[config.mk]
export PLATFORM = sky130hd
export DESIGN_NAME = nec_ir_frame_decoder
export DESIGN_NICKNAME = d
export VERILOG_FILES = /design/src/rtl/necfd_pkg.sv /design/src/rtl/necfd_cfg_regs.sv /design/src/rtl/necfd_frame.sv /design/src/rtl/nec_ir_frame_decoder.sv
export SDC_FILE = /design/constraint.sdc
export NUM_CORES = 1
export LEC_CHECK = 0
export BUFFER_PORTS_ARGS = -buffer_cell sky130_fd_sc_hd__clkbuf_2
export CAP_MARGIN = 10
export CORE_ASPECT_RATIO = 1.2
export CORE_MARGIN = 8
export CORE_UTILIZATION = 48
export CTS_CLUSTER_DIAMETER = 100
export DETAILED_ROUTE_END_ITERATION = 8
export GPL_ROUTABILITY_DRIVEN = 0
export PLACE_DENSITY_LB_ADDON = 0.25
export REMOVE_ABC_BUFFERS = 1
export SYNTH_ARGS = -nofsm -noshare
export SYNTH_HDL_FRONTEND = slang
export SYNTH_SLANG_ARGS = --single-unit
[constraint.sdc]
create_clock -name clk_i -period 7.7 [get_ports clk_i]
set_input_delay 1.54 -clock clk_i [delete_from_list [all_inputs] [get_ports clk_i]]
set_output_delay 1.54 -clock clk_i [all_outputs]
set_load 0.1 [all_outputs]
[src/rtl/necfd_pkg.sv]
// Shared types, register indexes and helpers for the NEC IR frame decoder.
// No dependencies; every other rtl file uses it by scoped name.
`timescale 1ns / 1ps

package necfd_pkg;

  // Field widths
  localparam int unsigned DurW   = 15;
  localparam int unsigned CountW = 7;
  localparam int unsigned CodeW  = 32;
  localparam int unsigned IdxW   = 3;

  // Saturation limit of the per-frame symbol counter
  localparam logic [CountW-1:0] MaxSymbols = CountW'(64);
  // Last symbol index that still carries a code bit
  localparam logic [CountW-1:0] CodeBits   = CountW'(32);

  // Configuration register indexes
  localparam logic [IdxW-1:0] RegLongMarkCenter     = 3'd0;
  localparam logic [IdxW-1:0] RegLongMarkTol        = 3'd1;
  localparam logic [IdxW-1:0] RegStartSpaceCenter   = 3'd2;
  localparam logic [IdxW-1:0] RegStartSpaceTol      = 3'd3;
  localparam logic [IdxW-1:0] RegRepeatSpaceCenter  = 3'd4;
  localparam logic [IdxW-1:0] RegRepeatSpaceTol     = 3'd5;
  localparam logic [IdxW-1:0] RegOneBitThreshold    = 3'd6;
  localparam logic [IdxW-1:0] RegMinFrameSymbols    = 3'd7;

  // Frame kinds decided by the first symbol
  localparam logic [1:0] KindNone   = 2'd0;
  localparam logic [1:0] KindLeader = 2'd1;
  localparam logic [1:0] KindRepeat = 2'd2;

  // One captured symbol
  typedef struct packed {
    logic [DurW-1:0] first_duration;
    logic [DurW-1:0] second_duration;
    logic            frame_end;
  } sym_word_t;

  // One decoded frame result
  typedef struct packed {
    logic             code_valid;
    logic             repeat_frame;
    logic [CodeW-1:0] ir_code;
  } res_word_t;

  // Live configuration
  typedef struct packed {
    logic [DurW-1:0]   long_mark_center;
    logic [DurW-1:0]   long_mark_tolerance;
    logic [DurW-1:0]   start_space_center;
    logic [DurW-1:0]   start_space_tolerance;
    logic [DurW-1:0]   repeat_space_center;
    logic [DurW-1:0]   repeat_space_tolerance;
    logic [DurW-1:0]   one_bit_threshold;
    logic [CountW-1:0] min_frame_symbols;
  } cfg_t;

  // True when c - t <= v <= c + t, evaluated one bit wider so nothing wraps
  function automatic logic near_value(logic [DurW-1:0] v, logic [DurW-1:0] c,
                                      logic [DurW-1:0] t);
    logic [DurW:0] lo_sum;
    logic [DurW:0] hi_sum;
    lo_sum = {1'b0, v} + {1'b0, t};
    hi_sum = {1'b0, c} + {1'b0, t};
    return (lo_sum >= {1'b0, c}) && ({1'b0, v} <= hi_sum);
  endfunction

endpackage

[src/rtl/necfd_cfg_regs.sv]
// Configuration register bank of the NEC IR frame decoder.
// Depends on necfd_pkg for register indexes and the cfg_t struct.
`timescale 1ns / 1ps

module necfd_cfg_regs (
  input  logic                       clk_i,
  input  logic                       rst_ni,
  input  logic                       cfg_we_i,
  input  logic [necfd_pkg::IdxW-1:0] cfg_idx_i,
  input  logic [necfd_pkg::DurW-1:0] cfg_wdata_i,
  output necfd_pkg::cfg_t            cfg_o
);

  necfd_pkg::cfg_t cfg_q;
  necfd_pkg::cfg_t cfg_d;

  // Decode the write into the addressed field
  always_comb begin
    cfg_d = cfg_q;
    if (cfg_we_i) begin
      unique case (cfg_idx_i)
        necfd_pkg::RegLongMarkCenter:    cfg_d.long_mark_center       = cfg_wdata_i;
        necfd_pkg::RegLongMarkTol:       cfg_d.long_mark_tolerance    = cfg_wdata_i;
        necfd_pkg::RegStartSpaceCenter:  cfg_d.start_space_center     = cfg_wdata_i;
        necfd_pkg::RegStartSpaceTol:     cfg_d.start_space_tolerance  = cfg_wdata_i;
        necfd_pkg::RegRepeatSpaceCenter: cfg_d.repeat_space_center    = cfg_wdata_i;
        necfd_pkg::RegRepeatSpaceTol:    cfg_d.repeat_space_tolerance = cfg_wdata_i;
        necfd_pkg::RegOneBitThreshold:   cfg_d.one_bit_threshold      = cfg_wdata_i;
        necfd_pkg::RegMinFrameSymbols:
          cfg_d.min_frame_symbols = cfg_wdata_i[necfd_pkg::CountW-1:0];
        default: ;
      endcase
    end
  end

  // Hold registers, load protocol defaults on reset
  always_ff @(posedge clk_i or negedge rst_ni) begin
    if (!rst_ni) begin
      cfg_q.long_mark_center       <= necfd_pkg::DurW'(9000);
      cfg_q.long_mark_tolerance    <= necfd_pkg::DurW'(1200);
      cfg_q.start_space_center     <= necfd_pkg::DurW'(4500);
      cfg_q.start_space_tolerance  <= necfd_pkg::DurW'(800);
      cfg_q.repeat_space_center    <= necfd_pkg::DurW'(2250);
      cfg_q.repeat_space_tolerance <= necfd_pkg::DurW'(600);
      cfg_q.one_bit_threshold      <= necfd_pkg::DurW'(1000);
      cfg_q.min_frame_symbols      <= necfd_pkg::CountW'(34);
    end else begin
      cfg_q <= cfg_d;
    end
  end

  assign cfg_o = cfg_q;

endmodule

[src/rtl/necfd_frame.sv]
// Frame state and decode logic: classifies the leader symbol, shifts in
// data bits and forms the frame result. Depends on necfd_pkg.
`timescale 1ns / 1ps

module necfd_frame (
  input  logic                 clk_i,
  input  logic                 rst_ni,
  input  necfd_pkg::cfg_t      cfg_i,
  input  logic                 step_i,
  input  necfd_pkg::sym_word_t sym_i,
  output necfd_pkg::res_word_t res_o
);

  logic [necfd_pkg::CountW-1:0] count_q, count_d, count_inc;
  logic [1:0]                   kind_q, kind_d, kind_cur;
  logic [necfd_pkg::CodeW-1:0]  shift_q, shift_d, shift_cur;
  logic [necfd_pkg::CodeW-1:0]  last_q, last_d;
  logic                         l0, l1, is_leader, rep_hdr;
  logic [necfd_pkg::DurW-1:0]   longer;
  logic                         data_bit;
  logic                         len_ok;

  // Classify the first symbol of a frame
  always_comb begin
    l0 = necfd_pkg::near_value(sym_i.first_duration, cfg_i.long_mark_center,
                               cfg_i.long_mark_tolerance);
    l1 = necfd_pkg::near_value(sym_i.second_duration, cfg_i.long_mark_center,
                               cfg_i.long_mark_tolerance);
    is_leader =
      (l0 && necfd_pkg::near_value(sym_i.second_duration, cfg_i.start_space_center,
                                   cfg_i.start_space_tolerance)) ||
      (l1 && necfd_pkg::near_value(sym_i.first_duration, cfg_i.start_space_center,
                                   cfg_i.start_space_tolerance));
    rep_hdr =
      (l0 && necfd_pkg::near_value(sym_i.second_duration, cfg_i.repeat_space_center,
                                   cfg_i.repeat_space_tolerance)) ||
      (l1 && necfd_pkg::near_value(sym_i.first_duration, cfg_i.repeat_space_center,
                                   cfg_i.repeat_space_tolerance));
  end

  // Data bit from the longer of the two durations
  assign longer   = (sym_i.first_duration > sym_i.second_duration) ?
                    sym_i.first_duration : sym_i.second_duration;
  assign data_bit = longer > cfg_i.one_bit_threshold;

  // Update kind, shift register and saturating count for this symbol
  always_comb begin
    if (count_q == '0) begin
      kind_cur  = is_leader ? necfd_pkg::KindLeader :
                  (rep_hdr ? necfd_pkg::KindRepeat : necfd_pkg::KindNone);
      shift_cur = '0;
    end else begin
      kind_cur  = kind_q;
      shift_cur = (count_q <= necfd_pkg::CodeBits) ?
                  {shift_q[necfd_pkg::CodeW-2:0], data_bit} : shift_q;
    end
    count_inc = (count_q < necfd_pkg::MaxSymbols) ? count_q + 1'b1 : count_q;
    len_ok    = count_inc >= cfg_i.min_frame_symbols;
  end

  // Form the result and the next state
  always_comb begin
    res_o   = '0;
    count_d = count_inc;
    kind_d  = kind_cur;
    shift_d = shift_cur;
    last_d  = last_q;
    if (sym_i.frame_end) begin
      count_d = '0;
      kind_d  = necfd_pkg::KindNone;
      shift_d = '0;
      if (len_ok && kind_cur == necfd_pkg::KindLeader) begin
        res_o.code_valid = 1'b1;
        res_o.ir_code    = shift_cur;
        last_d           = shift_cur;
      end else if (len_ok && kind_cur == necfd_pkg::KindRepeat && last_q != '0) begin
        res_o.code_valid   = 1'b1;
        res_o.repeat_frame = 1'b1;
        res_o.ir_code      = last_q;
      end
    end
  end

  // Advance state only when the symbol leaves the input stage
  always_ff @(posedge clk_i or negedge rst_ni) begin
    if (!rst_ni) begin
      count_q <= '0;
      kind_q  <= necfd_pkg::KindNone;
      shift_q <= '0;
      last_q  <= '0;
    end else if (step_i) begin
      count_q <= count_d;
      kind_q  <= kind_d;
      shift_q <= shift_d;
      last_q  <= last_d;
    end
  end

endmodule

[src/rtl/nec_ir_frame_decoder.sv]
// Top level of the NEC IR frame decoder: input register, frame logic and
// result register. Depends on necfd_pkg, necfd_cfg_regs and necfd_frame.
//
//  port group   dir  handshake              word
//  in_*         in   in_valid_i/in_ready_o  sym_word_t (two durations, frame end)
//  out_*        out  out_valid_o/out_ready_i res_word_t (valid, repeat, code)
//  cfg_*        in   cfg_we_i               index cfg_idx_i, data cfg_wdata_i
//
// One symbol per cycle unless a frame-end symbol waits on a stalled output;
// a result is formed from the input register straight into the result register.
// Reset is asynchronous and active low; it clears the frame state, the stored last
// code and the valid flags of both registers, and loads the default timing values.
// A stalled output blocks only a frame-end symbol in the input register;
// symbols without a result keep flowing past a waiting result word.
`timescale 1ns / 1ps

module nec_ir_frame_decoder (
  input  logic                       clk_i,
  input  logic                       rst_ni,
  input  logic                       in_valid_i,
  output logic                       in_ready_o,
  input  necfd_pkg::sym_word_t       in_word_i,
  output logic                       out_valid_o,
  input  logic                       out_ready_i,
  output necfd_pkg::res_word_t       out_word_o,
  input  logic                       cfg_we_i,
  input  logic [necfd_pkg::IdxW-1:0] cfg_idx_i,
  input  logic [necfd_pkg::DurW-1:0] cfg_wdata_i
);

  necfd_pkg::cfg_t      cfg;
  necfd_pkg::sym_word_t in_word_q;
  necfd_pkg::res_word_t out_word_q;
  necfd_pkg::res_word_t res;
  logic                 in_valid_q;
  logic                 out_valid_q;
  logic                 out_free;
  logic                 step;

  necfd_cfg_regs u_cfg (
    .clk_i      (clk_i),
    .rst_ni     (rst_ni),
    .cfg_we_i   (cfg_we_i),
    .cfg_idx_i  (cfg_idx_i),
    .cfg_wdata_i(cfg_wdata_i),
    .cfg_o      (cfg)
  );

  necfd_frame u_frame (
    .clk_i (clk_i),
    .rst_ni(rst_ni),
    .cfg_i (cfg),
    .step_i(step),
    .sym_i (in_word_q),
    .res_o (res)
  );

  // Advance the held symbol unless its result has nowhere to go
  assign out_free   = !out_valid_q || out_ready_i;
  assign step       = in_valid_q && (!in_word_q.frame_end || out_free);
  assign in_ready_o = !in_valid_q || step;

  // Input register
  always_ff @(posedge clk_i or negedge rst_ni) begin
    if (!rst_ni) begin
      in_valid_q <= 1'b0;
    end else if (in_ready_o) begin
      in_valid_q <= in_valid_i;
    end
  end

  always_ff @(posedge clk_i) begin
    if (in_ready_o && in_valid_i) begin
      in_word_q <= in_word_i;
    end
  end

  // Result register: load on a frame end, drop once taken
  always_ff @(posedge clk_i or negedge rst_ni) begin
    if (!rst_ni) begin
      out_valid_q <= 1'b0;
    end else if (step && in_word_q.frame_end) begin
      out_valid_q <= 1'b1;
    end else if (out_ready_i) begin
      out_valid_q <= 1'b0;
    end
  end

  always_ff @(posedge clk_i) begin
    if (step && in_word_q.frame_end) begin
      out_word_q <= res;
    end
  end

  assign out_valid_o = out_valid_q;
  assign out_word_o  = out_word_q;

`ifndef ASSERT_OFF
  // A held symbol stalls only behind an untaken result
  a_stall_cause: assert property (@(posedge clk_i) disable iff (!rst_ni)
    (in_valid_q && !step) |-> (out_valid_q && !out_ready_i))
    else $error("input stage stalled without a blocked result");

  // A repeat result always carries a nonzero stored code
  a_repeat_code: assert property (@(posedge clk_i) disable iff (!rst_ni)
    (out_valid_q && out_word_q.repeat_frame) |->
      (out_word_q.code_valid && out_word_q.ir_code != '0))
    else $error("repeat result without a valid stored code");

  // A rejected frame gives an all-zero word
  a_reject_zero: assert property (@(posedge clk_i) disable iff (!rst_ni)
    (out_valid_q && !out_word_q.code_valid) |->
      (!out_word_q.repeat_frame && out_word_q.ir_code == '0))
    else $error("rejected result carries a code");

  // A result appears only after a frame-end symbol left the input stage
  a_result_src: assert property (@(posedge clk_i) disable iff (!rst_ni)
    $rose(out_valid_q) |-> $past(step && in_word_q.frame_end))
    else $error("result appeared without a frame end");
`endif

endmodule
==> run metrics <==
status=complete, no violations; maximum vdd drop=approximately 0.17 mV; Nets=between 2000 and 3000; Inst Count DP=between 2000 and 3000; vias in the first global route=18370; Hold WC Path Type=register to register; wire length per cell=a little over 20 um; RSZ-0062 raised after global routing=no; Ys Warns=0; Post-Route Skew=0.02644 ns; Clock Tree Buf Depth=3; via count=between 15000 and 20000; setup_tns=0 ns; register area=about 0.0067 mm^2; Post CTS Setup Buffer Count=0; die height=roughly 250 um; final hold viol count=0; Tot Pwr=about 7000 uW; WL final=around 60000 um; worst-margin pin slew=roughly 1.2 ns; post-route insts no fill=between 2000 and 3000; WP data arrival=~7.4 ns; multi-input logic area=0.01364 mm^2; Detailed Routing Iterations Pass 1=6; CP most frequent cell=o21ai_0; die width=208.1 um; Die ar.=0.05129 mm^2; total gr overflow=0; vias per inst=around 6; Routed Antenna Nets=0; CTS tree=built; Cells after Synth=about 2200; Avg Cell Area, Syn=approximately 9.5 um^2; row count=84; cts bufs inserted=29; # IOs=90; Post-synth EDFFs=65; antenna violations before repair=0; Port Buffers=89; CTS Hold Buffers Added=0; MaxCap Viol Count=0; crit-path max cell delay=1.00 ns; ys flop type=dfrtp_1; Max stage delay cell, worst path=a2111oi_0; count of final setup violators=0; antenna cells=0; maximum clock rate=between 100 and 150 MHz; flops & latches, synth=between 200 and 300; Clk pin slew, worst setup/hold paths=roughly 0.060 ns; share of layout cells above drive strength 1=a little over an eighth; H-tree depth=1; post-synthesis sequential area ratio=31.41%; Period minus WS final=about 6.9 ns; Mapped Area=roughly 0.021 mm^2; DR iter-0 viols=about 800; Data required, critical path=between 8 and 9 ns; clock sinks=between 200 and 300; fill cell count=between 3000 and 4000; largest net degree at the start of global routing=77; post-route DRC violation count=0; CP endpoint kind=register; relative slew slack=roughly 18%; Startpoint Class=register; Pwr Density=a little over 300 mW/mm^2; CP Class=register to register; starting density of the core=about half; final period utilization=90.04%; Final Max Tran Viols=0; Skew-Pair Late Insertion Delay=just under 0.6 ns; CP Cell Sequence=inv_1, fa_1, nor2b_1, o21ai_0, a21boi_0, o21ai_0, a21boi_0, o21ai_0, a21boi_0, o21ai_0, nand2_1, xor2_1, ha_1, a21oi_1, nor2b_1, a2111oi_0, o211ai_1, o2bb2ai_1, o211ai_1, a21oi_4, o211ai_4, buf_4, mux2_2; post-cts sizing count=0; core area=approximately 0.044 mm^2; first-pass GRT wire length=between 90000 and 100000 um; ys async rst share=around three quarters; P_leak=around 0.011 uW; GRT Util Overall=approximately 23%; Netlist cell types=85; Area Overhead vs Synth=9.845%; HPWL Detailed=between 40000 and 50000 um; CTS Root Cell=clkbuf_16; CP Max Fanout=20
[layer usage]
metal	vias up	global-route usage, %	share of wire [%]	routed length (um)
met5	-	0	0	0
met3	137	2.771	3.9	2356
met2	362	43.25	51	30800
met4	0	10.01	4.4	2649
li1	8403	-	-	-
met1	8476	25.57	40	24340
[state kept, by name (all words and copies together), names as in the netlist]
register	count
u_cfg.cfg_o	112
out_word_o	34
u_frame.last_q	32
u_frame.shift_q	32
in_word_q	31
u_frame.count_q	7
u_frame.kind_q	2
in_valid_q	1
out_valid_o	1
[metrics by stage]
step / instance area (um^2) / setup slack (ns) / utilization [%] / hold WS, ns
detailed placement: 22350 / 0.8358 / 51.11 / 0.4918
CTS: 23340 / 0.7908 / 53.39 / 0.5062
floorplan: 21010 / 2.271 / - / 0.4636
global route: 23340 / 0.4599 / 53.39 / 0.5300
global placement: 22350 / 0.9496 / 51.11 / 0.4810
finish: 23340 / 0.7671 / 53.39 / 0.5050
[critical path: cells and delay by family, from the launching register on]
kind | cells | cell delay [ns]
compound gates | 14 | 4.00
fa+ha+maj | 2 | 0.76
flops | 1 | 0.61
buf+inv | 2 | 0.57
mux | 1 | 0.37
simple gates | 3 | 0.31
xor+xnor | 1 | 0.17
[path summary, 6_finish.rpt]
path	start	to	slack [ns]	cells past startpoint
worst min-delay path	u_cfg.cfg_o[11]$_DFFE_PN0P_	u_cfg.cfg_o[11]$_DFFE_PN0P_	0.50	1
max in group asynchronous	rst_ni	u_cfg.cfg_o[41]$_DFFE_PN0P_	5.41	2
worst min register to register	u_cfg.cfg_o[11]$_DFFE_PN0P_	u_cfg.cfg_o[11]$_DFFE_PN0P_	0.50	1
worst max register to register	in_word_q[17]$_DFFE_PP_	u_frame.last_q[1]$_DFFE_PN0P_	0.77	23
min in group asynchronous	rst_ni	u_frame.last_q[25]$_DFFE_PN0P_	0.98	1
worst max-delay path	in_word_q[17]$_DFFE_PP_	u_frame.last_q[1]$_DFFE_PN0P_	0.77	23
[area by class of cell]
type | count | area share (%)
repair buffers | 110 | 2.621
clock buffers | 38 | 3.479
clock inverters | 15 | 0.7879
multi-input cells | 1734 | 58.44
inverters | 192 | 3.087
well taps | 559 | 2.996
flip-flops and latches | 252 | 28.59
[Yosys cell counts, types with 21 or more instances]
| library cell | instances | area share (%) |
|---|---|---|
| dfstp_2 | 34 | 4.2 |
| ha_1 | 342 | 20 |
| nand2_1 | 172 | 3.0 |
| xor2_1 | 31 | 1.3 |
| o2111ai_1 | 29 | 1.2 |
| nand3_1 | 49 | 1.2 |
| nor2_1 | 87 | 1.5 |
| xnor2_1 | 64 | 2.6 |
| nor2b_1 | 33 | 0.97 |
| inv_1 | 191 | 3.4 |
| clkbuf_1 | 47 | 0.83 |
| nand2b_1 | 35 | 1.0 |
| o21a_1 | 25 | 0.88 |
| edfxtp_1 | 65 | 9.2 |
| mux2_2 | 84 | 4.5 |
| nand4_1 | 31 | 0.91 |
| and3_1 | 27 | 0.79 |
| a22o_1 | 21 | 0.87 |
| a21oi_1 | 135 | 3.2 |
| a21o_1 | 82 | 2.9 |
| o21ai_0 | 171 | 4.0 |
| dfrtp_1 | 153 | 18 |
[where the power goes]
| part | internal (uW) | switching [uW] |
|---|---|---|
| sequential | 1600 | 194 |
| combinational | 1660 | 2240 |
| clock | 874 | 599 |
| total | 4130 | 3040 |
[layout by cell type (no fill, tap or decap), types with 10 or more instances in the layout]
cell type,count
xnor2_1,64
o21ai_0,171
mux2_2,84
a22o_1,21
clkbuf_2,88
xor2_1,31
buf_4,21
o22ai_1,18
a21oi_1,134
nand3_1,49
dfrtp_1,153
a21boi_0,19
mux2i_1,18
mux2_4,15
or3_1,13
a21o_1,82
clkbuf_16,31
nand2b_1,35
nor2b_1,33
o31ai_1,11
o2111ai_1,29
nor3_1,17
nand2_1,172
and3_1,27
nand4_1,31
and2_1,10
o211ai_1,17
edfxtp_1,65
nor4_1,19
dfstp_2,34
o21a_1,25
nor2_1,87
inv_1,191
and4_1,10
a211oi_1,13
ha_1,342
[logic make-up after synthesis]
family	count (synthesis)	share of synthesized area (%)
xor+xnor	99	4.339
fa+ha+maj	354	21.13
flops	252	31.41
buf+inv	247	4.522
simple gates	546	13.10
mux	117	6.359
compound gates	618	19.14
Note: power is estimated with default switching activity, not from simulation.
